--- config.mk ---
export PLATFORM = sky130hd
export DESIGN_NAME = redundant_state_mismatch_monitor_core
export DESIGN_NICKNAME = d
export VERILOG_FILES = /design/src/rtl/rsmm_pkg.sv /design/src/rtl/rsmm_update.sv /design/src/rtl/rsmm_pos_cmp.sv /design/src/rtl/rsmm_age.sv /design/src/rtl/redundant_state_mismatch_monitor_core.sv
export VERILOG_INCLUDE_DIRS = /design/src /design/src/rtl
export SDC_FILE = /design/constraint.sdc
export NUM_CORES = 2
export LEC_CHECK = 0
export BUFFER_PORTS_ARGS = -buffer_cell sky130_fd_sc_hd__buf_2
export CAP_MARGIN = 20
export CORE_UTILIZATION = 65
export DETAILED_ROUTE_END_ITERATION = 7
export PLACE_DENSITY = 0.85
export SYNTH_ARGS = -nofsm -noshare
export SYNTH_HDL_FRONTEND = slang
export SYNTH_SLANG_ARGS = --single-unit
--- constraint.sdc ---
create_clock -name clk -period 14.1 [get_ports clk]
set_clock_uncertainty 0.2 [all_clocks]
set_input_delay 0.705 -clock clk [delete_from_list [all_inputs] [get_ports clk]]
set_output_delay 0.705 -clock clk [all_outputs]
set_load 0.005 [all_outputs]
--- src/rtl/redundant_state_mismatch_monitor_core_defines.svh ---
// assertion macros for the mismatch monitor
`ifndef REDUNDANT_STATE_MISMATCH_MONITOR_CORE_DEFINES_SVH
`define REDUNDANT_STATE_MISMATCH_MONITOR_CORE_DEFINES_SVH

`ifndef SYNTHESIS

// same-cycle implication
`define RSMM_ASSERT_IMP(lbl, clk, rstn, ante, cons) \
	lbl: assert property (@(posedge clk) disable iff (!(rstn)) (ante) |-> (cons)) \
		else $error("rsmm assertion failed");

// next-cycle implication
`define RSMM_ASSERT_NEXT(lbl, clk, rstn, ante, cons) \
	lbl: assert property (@(posedge clk) disable iff (!(rstn)) (ante) |=> (cons)) \
		else $error("rsmm assertion failed");

`else

`define RSMM_ASSERT_IMP(lbl, clk, rstn, ante, cons)
`define RSMM_ASSERT_NEXT(lbl, clk, rstn, ante, cons)

`endif

`endif

--- src/rtl/rsmm_pkg.sv ---
`default_nettype none

package rsmm_pkg;

	localparam int NumCh   = 5;
	localparam int AgeW    = 16;
	localparam int PosW    = 24;
	localparam int PairW   = 2 * PosW;
	localparam int SqW     = 2 * PosW;
	localparam int SumW    = SqW + 1;
	localparam int LimW    = 16;
	localparam int LimSqW  = 2 * LimW;
	localparam int CodeW   = 8;
	localparam int DigestW = 64;
	localparam int CfgIdxW = 2;
	localparam int CfgW    = 16;

	localparam logic [AgeW-1:0]  TimeoutReset = AgeW'(10);
	localparam logic [LimW-1:0]  DistReset    = LimW'(100);
	localparam logic [CodeW-1:0] NormalReset  = CodeW'(1);
	localparam logic [CodeW-1:0] NoBehReset   = CodeW'(1);

	localparam int ChPos    = 0;
	localparam int ChMode   = 1;
	localparam int ChLoc    = 2;
	localparam int ChRtStat = 3;
	localparam int ChRoute  = 4;

	typedef enum logic [3:0] {
		CMD_FAULT      = 4'd0,
		CMD_MAIN_POS   = 4'd1,
		CMD_SUB_POS    = 4'd2,
		CMD_MAIN_MODE  = 4'd3,
		CMD_SUB_MODE   = 4'd4,
		CMD_MAIN_LOC   = 4'd5,
		CMD_SUB_LOC    = 4'd6,
		CMD_MAIN_RTST  = 4'd7,
		CMD_SUB_RTST   = 4'd8,
		CMD_MAIN_ROUTE = 4'd9,
		CMD_SUB_ROUTE  = 4'd10,
		CMD_TICK       = 4'd11
	} cmd_t;

	typedef enum logic [1:0] {
		LVL_OK    = 2'd0,
		LVL_WARN  = 2'd1,
		LVL_ERROR = 2'd2
	} level_t;

	typedef enum logic [CfgIdxW-1:0] {
		CFG_TIMEOUT = 2'd0,
		CFG_DIST    = 2'd1,
		CFG_NORMAL  = 2'd2,
		CFG_NO_BEH  = 2'd3
	} cfg_idx_t;

	typedef struct packed {
		logic [3:0]          command;
		logic signed [23:0]  pos_x;
		logic signed [23:0]  pos_y;
		logic [CodeW-1:0]    state_code;
		logic [CodeW-1:0]    behavior_code;
		logic                control_enabled;
		logic [DigestW-1:0]  route_digest;
	} item_t;

	typedef struct packed {
		level_t level;
		logic   position_timed_out;
		logic   mode_timed_out;
		logic   localization_timed_out;
		logic   route_status_timed_out;
		logic   route_timed_out;
	} result_t;

	// tick snapshot carried down the distance pipeline
	typedef struct packed {
		logic                tick;
		logic                auton;
		logic                pos_both;
		logic [NumCh-2:0]    other_eq;
	} snap_t;

endpackage

`default_nettype wire

--- src/rtl/rsmm_update.sv ---
`default_nettype none

module rsmm_update
	import rsmm_pkg::*;
(
	input  wire logic              clk,
	input  wire logic              arst_n,
	input  wire logic              advance,
	input  wire logic              item_valid,
	input  wire item_t             item,
	input  wire logic [CodeW-1:0]  normal_code,
	input  wire logic [CodeW-1:0]  no_beh_code,
	output logic [PairW-1:0]       main_pos,
	output logic [PairW-1:0]       sub_pos,
	output snap_t                  snap
);

	logic                 valid_s1;
	item_t                item_s1;
	cmd_t                 cmd;
	logic                 upd;
	logic                 auton_q;
	logic [NumCh-1:0]     main_rcv_q;
	logic [NumCh-1:0]     sub_rcv_q;
	logic [NumCh-1:0]     both;
	logic [PairW-1:0]     main_pos_q;
	logic [PairW-1:0]     sub_pos_q;
	logic [CodeW:0]       main_mode_q;
	logic [CodeW:0]       sub_mode_q;
	logic [CodeW-1:0]     main_loc_q;
	logic [CodeW-1:0]     sub_loc_q;
	logic [CodeW-1:0]     main_rtst_q;
	logic [CodeW-1:0]     sub_rtst_q;
	logic [DigestW-1:0]   main_hash_q;
	logic [DigestW-1:0]   sub_hash_q;

	assign cmd  = cmd_t'(item_s1.command);
	assign upd  = valid_s1 && advance;
	assign both = main_rcv_q & sub_rcv_q;

	always_ff @(posedge clk or negedge arst_n) begin
		if (!arst_n) begin
			valid_s1 <= 1'b0;
		end else if (advance) begin
			valid_s1 <= item_valid;
		end
	end

	always_ff @(posedge clk) begin
		if (advance) begin
			item_s1 <= item;
		end
	end

	always_ff @(posedge clk or negedge arst_n) begin
		if (!arst_n) begin
			auton_q    <= 1'b1;
			main_rcv_q <= '0;
			sub_rcv_q  <= '0;
		end else if (upd) begin
			unique case (cmd)
				CMD_FAULT: begin
					auton_q <= (item_s1.state_code == normal_code) &&
						(item_s1.behavior_code == no_beh_code);
				end
				CMD_MAIN_POS:   main_rcv_q[ChPos]    <= 1'b1;
				CMD_SUB_POS:    sub_rcv_q[ChPos]     <= 1'b1;
				CMD_MAIN_MODE:  main_rcv_q[ChMode]   <= 1'b1;
				CMD_SUB_MODE:   sub_rcv_q[ChMode]    <= 1'b1;
				CMD_MAIN_LOC:   main_rcv_q[ChLoc]    <= 1'b1;
				CMD_SUB_LOC:    sub_rcv_q[ChLoc]     <= 1'b1;
				CMD_MAIN_RTST:  main_rcv_q[ChRtStat] <= 1'b1;
				CMD_SUB_RTST:   sub_rcv_q[ChRtStat]  <= 1'b1;
				CMD_MAIN_ROUTE: main_rcv_q[ChRoute]  <= 1'b1;
				CMD_SUB_ROUTE:  sub_rcv_q[ChRoute]   <= 1'b1;
				default: begin
				end
			endcase
		end
	end

	always_ff @(posedge clk) begin
		if (upd) begin
			unique case (cmd)
				CMD_MAIN_POS:   main_pos_q  <= {item_s1.pos_y, item_s1.pos_x};
				CMD_SUB_POS:    sub_pos_q   <= {item_s1.pos_y, item_s1.pos_x};
				CMD_MAIN_MODE:  main_mode_q <= {item_s1.control_enabled, item_s1.state_code};
				CMD_SUB_MODE:   sub_mode_q  <= {item_s1.control_enabled, item_s1.state_code};
				CMD_MAIN_LOC:   main_loc_q  <= item_s1.state_code;
				CMD_SUB_LOC:    sub_loc_q   <= item_s1.state_code;
				CMD_MAIN_RTST:  main_rtst_q <= item_s1.state_code;
				CMD_SUB_RTST:   sub_rtst_q  <= item_s1.state_code;
				CMD_MAIN_ROUTE: main_hash_q <= item_s1.route_digest;
				CMD_SUB_ROUTE:  sub_hash_q  <= item_s1.route_digest;
				default: begin
				end
			endcase
		end
	end

	// channel compare as seen by a tick in this stage
	always_comb begin
		snap.tick     = valid_s1 && (cmd == CMD_TICK);
		snap.auton    = auton_q;
		snap.pos_both = both[ChPos];
		snap.other_eq[ChMode-1]   = !both[ChMode]   || (main_mode_q == sub_mode_q);
		snap.other_eq[ChLoc-1]    = !both[ChLoc]    || (main_loc_q == sub_loc_q);
		snap.other_eq[ChRtStat-1] = !both[ChRtStat] || (main_rtst_q == sub_rtst_q);
		snap.other_eq[ChRoute-1]  = !both[ChRoute]  || (main_hash_q == sub_hash_q);
	end

	assign main_pos = main_pos_q;
	assign sub_pos  = sub_pos_q;

endmodule

`default_nettype wire

--- src/rtl/rsmm_pos_cmp.sv ---
`default_nettype none

module rsmm_pos_cmp
	import rsmm_pkg::*;
(
	input  wire logic              clk,
	input  wire logic              arst_n,
	input  wire logic              advance,
	input  wire logic [PairW-1:0]  main_pos,
	input  wire logic [PairW-1:0]  sub_pos,
	input  wire logic [LimW-1:0]   dist_limit,
	input  wire snap_t             snap_in,
	output snap_t                  snap_s4,
	output logic                   pos_eq_s4
);

	logic signed [PosW:0]  dx_d;
	logic signed [PosW:0]  dy_d;
	logic [PosW-1:0]       dx_abs;
	logic [PosW-1:0]       dy_abs;
	logic [PosW-1:0]       dx_s2;
	logic [PosW-1:0]       dy_s2;
	logic [SqW-1:0]        dx2_s3;
	logic [SqW-1:0]        dy2_s3;
	logic [LimSqW-1:0]     lim_sq_s3;
	logic [SumW-1:0]       dist_sq;
	snap_t                 snap_s2;
	snap_t                 snap_s3;

	always_comb begin
		dx_d = $signed({main_pos[PosW-1], main_pos[PosW-1:0]}) -
			$signed({sub_pos[PosW-1], sub_pos[PosW-1:0]});
		dy_d = $signed({main_pos[PairW-1], main_pos[PairW-1:PosW]}) -
			$signed({sub_pos[PairW-1], sub_pos[PairW-1:PosW]});
		dx_abs = dx_d[PosW] ? PosW'(-dx_d) : dx_d[PosW-1:0];
		dy_abs = dy_d[PosW] ? PosW'(-dy_d) : dy_d[PosW-1:0];
	end

	assign dist_sq = {1'b0, dx2_s3} + {1'b0, dy2_s3};

	always_ff @(posedge clk or negedge arst_n) begin
		if (!arst_n) begin
			snap_s2 <= '0;
			snap_s3 <= '0;
			snap_s4 <= '0;
		end else if (advance) begin
			snap_s2 <= snap_in;
			snap_s3 <= snap_s2;
			snap_s4 <= snap_s3;
		end
	end

	always_ff @(posedge clk) begin
		if (advance) begin
			dx_s2     <= dx_abs;
			dy_s2     <= dy_abs;
			dx2_s3    <= SqW'(dx_s2) * SqW'(dx_s2);
			dy2_s3    <= SqW'(dy_s2) * SqW'(dy_s2);
			lim_sq_s3 <= LimSqW'(dist_limit) * LimSqW'(dist_limit);
			pos_eq_s4 <= dist_sq <= SumW'(lim_sq_s3);
		end
	end

endmodule

`default_nettype wire

--- src/rtl/rsmm_age.sv ---
`default_nettype none

`include "redundant_state_mismatch_monitor_core_defines.svh"

module rsmm_age
	import rsmm_pkg::*;
(
	input  wire logic             clk,
	input  wire logic             arst_n,
	input  wire snap_t            snap_s4,
	input  wire logic             pos_eq_s4,
	input  wire logic [AgeW-1:0]  timeout,
	input  wire logic             result_stall,
	output logic                  advance,
	output logic                  result_valid,
	output result_t               result
);

	localparam logic [AgeW-1:0] AgeTop = {AgeW{1'b1}};

	logic [AgeW-1:0]   age_q [NumCh];
	logic [AgeW-1:0]   age_inc [NumCh];
	logic [AgeW-1:0]   age_d [NumCh];
	logic [NumCh-1:0]  eq;
	logic [NumCh-1:0]  timed;
	logic              res_new;
	logic              result_valid_q;
	result_t           result_q;
	result_t           result_d;

	assign advance = !(result_valid_q && result_stall);
	assign res_new = snap_s4.tick && snap_s4.auton;
	assign eq      = {snap_s4.other_eq, !snap_s4.pos_both || pos_eq_s4};

	always_comb begin
		for (int ch = 0; ch < NumCh; ch++) begin
			age_inc[ch] = (age_q[ch] == AgeTop) ? age_q[ch] : age_q[ch] + 1'b1;
			age_d[ch]   = (snap_s4.auton && eq[ch]) ? '0 : age_inc[ch];
			timed[ch]   = snap_s4.auton && !eq[ch] && (age_inc[ch] > timeout);
		end
	end

	always_comb begin
		result_d.position_timed_out     = timed[ChPos];
		result_d.mode_timed_out         = timed[ChMode];
		result_d.localization_timed_out = timed[ChLoc];
		result_d.route_status_timed_out = timed[ChRtStat];
		result_d.route_timed_out        = timed[ChRoute];
		priority if (|timed[NumCh-1:ChMode]) begin
			result_d.level = LVL_ERROR;
		end else if (timed[ChPos]) begin
			result_d.level = LVL_WARN;
		end else begin
			result_d.level = LVL_OK;
		end
	end

	always_ff @(posedge clk or negedge arst_n) begin
		if (!arst_n) begin
			for (int ch = 0; ch < NumCh; ch++) begin
				age_q[ch] <= '0;
			end
		end else if (advance && snap_s4.tick) begin
			for (int ch = 0; ch < NumCh; ch++) begin
				age_q[ch] <= age_d[ch];
			end
		end
	end

	always_ff @(posedge clk or negedge arst_n) begin
		if (!arst_n) begin
			result_valid_q <= 1'b0;
		end else if (advance) begin
			result_valid_q <= res_new;
		end
	end

	always_ff @(posedge clk) begin
		if (advance && res_new) begin
			result_q <= result_d;
		end
	end

	assign result_valid = result_valid_q;
	assign result       = result_q;

	`RSMM_ASSERT_NEXT(a_no_stray_word, clk, arst_n, advance && !res_new, !result_valid_q)
	`RSMM_ASSERT_IMP(a_warn_pos_only, clk, arst_n, result_valid_q && result_q.level == LVL_WARN, result_q.position_timed_out && !result_q.mode_timed_out && !result_q.localization_timed_out && !result_q.route_status_timed_out && !result_q.route_timed_out)
	`RSMM_ASSERT_NEXT(a_held_tick_ages, clk, arst_n, advance && snap_s4.tick && !snap_s4.auton, age_q[ChPos] != '0 && age_q[ChRoute] != '0)

endmodule

`default_nettype wire

--- src/rtl/redundant_state_mismatch_monitor_core.sv ---
`default_nettype none

// channel   direction  handshake                 payload
// item      in         item_valid / item_stall   item (item_t)
// result    out        result_valid / result_stall  result (result_t)
// cfg       in         cfg_we                    cfg_index, cfg_data
//
// one word accepted per cycle while item_stall is low; a tick word accepted while autonomous
// raises result_valid after s1, the distance pipeline (s2 to s4) and the result register, no iteration
// reset clears ages, received flags and control; autonomous comes up set, no clearing pass
// a held result with result_stall high freezes the whole pipeline and raises item_stall

module redundant_state_mismatch_monitor_core
	import rsmm_pkg::*;
(
	input  wire logic                clk,
	input  wire logic                arst_n,
	input  wire logic                item_valid,
	output logic                     item_stall,
	input  wire item_t               item,
	output logic                     result_valid,
	input  wire logic                result_stall,
	output result_t                  result,
	input  wire logic                cfg_we,
	input  wire logic [CfgIdxW-1:0]  cfg_index,
	input  wire logic [CfgW-1:0]     cfg_data
);

	logic [AgeW-1:0]   timeout_q;
	logic [LimW-1:0]   dist_q;
	logic [CodeW-1:0]  normal_q;
	logic [CodeW-1:0]  no_beh_q;
	logic              advance;
	logic [PairW-1:0]  main_pos;
	logic [PairW-1:0]  sub_pos;
	snap_t             snap_s1;
	snap_t             snap_s4;
	logic              pos_eq_s4;

	always_ff @(posedge clk or negedge arst_n) begin
		if (!arst_n) begin
			timeout_q <= TimeoutReset;
			dist_q    <= DistReset;
			normal_q  <= NormalReset;
			no_beh_q  <= NoBehReset;
		end else if (cfg_we) begin
			unique case (cfg_idx_t'(cfg_index))
				CFG_TIMEOUT: timeout_q <= AgeW'(cfg_data);
				CFG_DIST:    dist_q    <= LimW'(cfg_data);
				CFG_NORMAL:  normal_q  <= cfg_data[CodeW-1:0];
				CFG_NO_BEH:  no_beh_q  <= cfg_data[CodeW-1:0];
			endcase
		end
	end

	assign item_stall = !advance;

	rsmm_update u_update (
		.clk         (clk),
		.arst_n      (arst_n),
		.advance     (advance),
		.item_valid  (item_valid),
		.item        (item),
		.normal_code (normal_q),
		.no_beh_code (no_beh_q),
		.main_pos    (main_pos),
		.sub_pos     (sub_pos),
		.snap        (snap_s1)
	);

	rsmm_pos_cmp u_pos_cmp (
		.clk        (clk),
		.arst_n     (arst_n),
		.advance    (advance),
		.main_pos   (main_pos),
		.sub_pos    (sub_pos),
		.dist_limit (dist_q),
		.snap_in    (snap_s1),
		.snap_s4    (snap_s4),
		.pos_eq_s4  (pos_eq_s4)
	);

	rsmm_age u_age (
		.clk          (clk),
		.arst_n       (arst_n),
		.snap_s4      (snap_s4),
		.pos_eq_s4    (pos_eq_s4),
		.timeout      (timeout_q),
		.result_stall (result_stall),
		.advance      (advance),
		.result_valid (result_valid),
		.result       (result)
	);

endmodule

`default_nettype wire
; Yosys cells after proc, flatten, opt, wreduce, memory -nomap -nowiden
; Index checks and enable logic that the tools add are counted.
; W data, S select, Z words.
[word_totals]
regBits = 753
output_inout_bits = 9
wordCells = 177
[op_classes]
addsub = 10
mul = 3
magnitude_cmp = 6
eq_ne = 25
n_mux = 13
n_bitwise = 1
n_reduce_logical = 56
[op_table]
columns = cell, n
row1 = $mux W16, 10
row2 = $mul A24 B24 Y48, 2
row3 = $add A16 B1 Y16 const B, 5
row4 = $eq A16 B16 Y1 const B, 5
row5 = $gt A16 B16 Y1, 5
row6 = $eq A64 B64 Y1, 1
row7 = $sub A24 B24 Y25, 2
row8 = $add A48 B48 Y49, 1
row9 = $le A49 B32 Y1, 1
row10 = $mux W24, 2
row11 = $neg A24 Y24, 2
row12 = $eq A8 B8 Y1, 4
row13 = $mul A16 B16 Y32, 1
row14 = $reduce_and A2 Y1, 15
row15 = $logic_and A1 B1 Y1, 22
row16 = $eq A4 B3 Y1 const B, 4
row17 = $eq A4 B4 Y1 const B, 4
row18 = $logic_not A1 Y1, 11
row19 = $eq A9 B9 Y1, 1
row20 = $eq A4 B2 Y1 const B, 2
row21 = $and A5 B5 Y5, 1
row22 = $logic_or A1 B1 Y1, 5
row23 = $eq A2 B2 Y1 const B, 2
row24 = $eq A4 B1 Y1 const B, 1
row25 = other kinds (5), 5

; Logic depth before layout (Yosys ltp)
[depth]
depth_word = 6
depth_mapped = 28

; Hierarchy
; From an unflattened synthesis, not the netlist that was laid out.
[unflattened]
hier_cells = 7218
area_unflattened_um2 = 75438.6
[modules_own_cells]
columns = mod, n_inst, cells_per_inst, area_each_um2, seq_area_each_um2
row1 = rsmm_pos_cmp, 1, 5633, 52310.2, 5750.5
row2 = rsmm_update, 1, 597, 13879.6, 12523.3
row3 = rsmm_age, 1, 885, 7433.4, 2237.1
row4 = redundant_state_mismatch_monitor_core, 1, 103, 1815.5, 1209.9

; Least setup slack after synthesis
; No wires, ideal clock.
[synth_timing]
path_kind = input-to-reg
start = input result_stall
end = register u_age.result_valid_q, in the netlist u_age.result_valid
setup_time_ns = 0.578
arrival_time_ns = 9.987
required_ns = 13.322
setup_slack_ns = 3.336
stages = 3
n_path_buf = 1
path_cell_list = nand2_1 -> clkbuf_1 -> o21ai_0
[synth_between]
elab_chain_len = 1
[synth_rtl]
columns = item, line
row1 = "start, declared", redundant_state_mismatch_monitor_core.sv:22  ; input wire logic result_stall,
row2 = $logic_and A1 B1 Y1, rsmm_age.sv:31  ; assign advance = !(result_valid_q && result_stall);
row3 = "end signal, assigned", rsmm_age.sv:74  ; result_valid_q <= res_new;
row4 = "end, declared", rsmm_age.sv:27  ; logic result_valid_q;
; No other way between the ends.
; A chain may end at the register's enable or synchronous reset.

; Worst setup path in the final report
[layout_timing]
start = register u_pos_cmp.dx_s2[2]
end = register u_pos_cmp.dx2_s3[46], data pin
[layout_between]
elab_chain_len = 1
[layout_rtl]
columns = item, line
row1 = "start, declared", rsmm_pos_cmp.sv:21  ; logic [PosW-1:0] dx_s2;
row2 = "start signal, assigned", rsmm_pos_cmp.sv:55  ; dx_s2 <= dx_abs;
row3 = $mul A24 B24 Y48, rsmm_pos_cmp.sv:57  ; dx2_s3 <= SqW'(dx_s2) * SqW'(dx_s2);
row4 = "end signal, assigned", rsmm_pos_cmp.sv:57
row5 = "end, declared", rsmm_pos_cmp.sv:23  ; logic [SqW-1:0] dx2_s3;
; No other way between the ends.

==> flow_metrics.tcl <==
set metrics [dict create \
    powerDensity_nw_per_um2 224.5 \
    vias 51120 \
    swShare_pct 46.07 \
    regArea_um2 21720 \
    stdcell_area_um2 80220 \
    gp_congestion 0.9432 \
    grt_pass1_wl_mm 275.3 \
    ant_nets 0 \
    placed_area_um2 77240 \
    setup.worst_path.start "u_pos_cmp.dx_s2[2]" \
    yosys_warnings 0 \
    yosysTopAreaCellShare_pct 27.03 \
    via_per_inst 5.786 \
    min_path_type "in -> async" \
    portBuffers 164 \
    critPathCaptureType "flop" \
    grtUsageTotal_pct 29.64 \
    core_region_area_um2 114200 \
    comb_power_share_pct 69.7 \
    rsz0062_at_grt "false" \
    synthArstFlopShare_pct 21.60 \
    seq_power_share_pct 19.0 \
    maxCapViolations 0 \
    fp.dieH_um 341.4 \
    finalCritPeriodShare_pct 60.83 \
    synth_area_leader_cell "fa_1" \
    grt_antenna_before_repair 0 \
    p_leak_nw 39.04 \
    clock_latency_ns 0.67 \
    post-route-drc-count 0 \
    cp-start-kind "flop" \
    post-place-ws_ns 5.597 \
    r2r_start "u_pos_cmp.dx_s2[2]" \
    whs_ns -0.04740 \
    area_growth_pct 7.149 \
    worst-r2r-setup-slack_ns 5.52 \
    synth_edf_count 588 \
    drtIter0Drc 3705 \
    cts_tree "built" \
    io-pin-count 165 \
    period_needed_ns 8.577 \
    worst-path-max-fanout 24 \
    grt_max_degree 162 \
    grt-ovfl-total 0 \
    p_sw_mw 8.297 \
    syn-cell-area_um2 74870 \
    syn_inst 7116 \
    yosys-top-cells-area "fa_1 27%, edfxtp_1 24%, ha_1 11%" \
    grt_pass1_vias 54860 \
    htree_levels 3 \
    clk_path_buf_depth 3 \
    synth_top_cells_by_count "1578 x inv_1, 1011 x fa_1, 665 x ha_1, 594 x nand2_1, 588 x edfxtp_1" \
    dr.pass1.iters 7 \
    clkTransAtPathRegs_ns 0.06 \
    worstPathArrival_ns 8.77 \
    fillers 7916 \
    cts.sinks 750 \
    yosysUniqueCellTypes 100 \
    maxSlewViolCount 0 \
    crit_type "reg -> reg" \
    ys_seq_area_share_pct 29.01 \
    worst_slack_ns 5.523 \
    hold_violations 23 \
    timing.fmax_mhz 116.6 \
    layout-drive-gt1-share_pct 6.351 \
    avgSynthCellArea_um2 10.52 \
    synth_most_common_cell "inv_1" \
    placementRows 124 \
    dieArea_um2 116500 \
    start_util_pct 65.57 \
    violations "negative hold slack" \
    crit_required_ns 14.30 \
    drt_wl_total_mm 167.8 \
    cellInternalPower_mw 9.711 \
    fin_tns_setup_ns 0 \
    status "finished with violations" \
    peakVddDrop_v 0.0006458 \
    synthFlopType "edfxtp_1" \
    cts_buffers 77 \
    multi_input_area_um2 46610 \
    ys_ff_latch 750 \
    syn_nets 8948 \
    dp.final_hpwl_mm 128.2 \
    clock_power_share_pct 11.3 \
    wl_per_cell_um 18.99 \
    worst_pin_slew_ns 1.161 \
    nets 9093 \
    ctsRootBufferMaster "clkbuf_16" \
    max_slew_margin_pct 22.60 \
    setup_viol 0 \
    die_w_um 341.4 \
]
-- final cells by class --
type	count	share of cell area [%]
multi-input cells	4613	58.10
flip-flops and latches	750	27.08
inverters	1578	7.383
clock buffers	96	2.631
well taps	1512	2.358
repair buffers	241	1.917
clock inverters	44	0.5350
diodes	1	0.003119
-- power by group through the flow --
stage	clock, mW	sequential (mW)	combinational, mW
2_1_floorplan	0	3.33	9.54
3_3_place_gp	0	3.44	12.0
4_1_cts	2.06	3.41	12.6
5_1_grt	2.14	3.44	14.2
6_report	2.04	3.42	12.6
3_5_place_dp	0	3.45	12.4
-- stage by stage --
step           hold slack, ns  std cells  total power [mW]  util (%)
5_1_grt              0.004411       8834             19.74     70.25
6_report             -0.04740       8835             18.01     70.26
4_1_cts             0.0005937       8831             18.04     70.22
3_3_place_gp           0.2216       8650             15.42     67.63
3_5_place_dp           0.2290       8651             15.86     67.64
2_1_floorplan          0.2094       7116             12.87         -
-- registers in the layout, indices dropped and copies added (netlist names), 9 cells and up --
signal	count
u_pos_cmp.dx_s2	24
u_update.sub_pos	48
u_update.sub_mode_q	9
u_update.main_mode_q	9
u_pos_cmp.dy2_s3	47
timeout_q	16
u_pos_cmp.lim_sq_s3	31
u_pos_cmp.dx2_s3	47
u_update.sub_hash_q	64
u_update.main_pos	48
dist_q	16
u_age.age_q	80
u_pos_cmp.dy_s2	24
u_update.main_hash_q	64
u_update.item_s1	129
-- what timing repair did --
action / in CTS / in global routing
resized for setup: 0 / 0
hold buffers: 40 / 0
setup endpoints to repair: 0 / 0
endpoints found under the hold margin: 40 / 0
setup buffers: 0 / 0
-- layout by cell type (no fill, tap or decap), drive strengths merged, types with 58 or more instances in the layout --
cell	count
inv	1582
fa	1011
ha	665
nand2	595
edfxtp	588
xnor2	301
and2	281
nor2	235
a21oi	225
buf	201
o21ai	196
dfrtp	154
a21o	137
xor2	114
clkbuf	96
nand4	83
nand3	82
o21a	64
and3	58
-- routing by layer --
metal | routed length, um | share of wire [%] | track usage, % | vias to the layer above
li1 | - | - | - | 23090
met1 | 65100 | 39 | 37.52 | 25610
met2 | 83680 | 50 | 51.15 | 1985
met3 | 12430 | 7.4 | 4.900 | 432
met4 | 6571 | 3.9 | 11.34 | 0
met5 | 0 | 0 | 0 | -
-- cell families after synthesis --
kind of cell	share of synthesized area (%)
xor+xnor	4.865
compound gates	7.889
fa+ha+maj	38.15
simple gates	10.44
mux	0.8506
buf+inv	8.803
flops	29.01
-- worst max-delay path, cell delays in order (launching register included) --
cell       delay [ns]
edfxtp_1         1.00
nand2_1          0.26
fa_1             0.59
inv_1            0.06
fa_1             0.52
inv_1            0.05
fa_1             0.53
inv_1            0.06
fa_1             0.51
inv_1            0.06
fa_1             0.55
inv_1            0.05
fa_1             0.52
inv_1            0.06
fa_1             0.48
inv_1            0.04
ha_1             0.35
a21o_1           0.18
a2111oi_0        0.38
nor3_1           0.13
a311o_1          0.35
a21oi_1          0.32
o41ai_2          0.18
a21oi_1          0.28
nand2_1          0.17
a221oi_1         0.34
xnor2_1          0.11
-- path summary, 6_finish.rpt --
check	to	depth (start not counted)
max	u_pos_cmp.dx2_s3[46]	26
min	u_update.valid_s1	1
max reg2reg	u_pos_cmp.dx2_s3[46]	26
min reg2reg	u_update.sub_pos[17]	0
max in group asynchronous	u_age.age_q[44]	2
min in group clk	u_update.item_s1[48]	1
No activity file was read; power rests on OpenSTA's default activity.
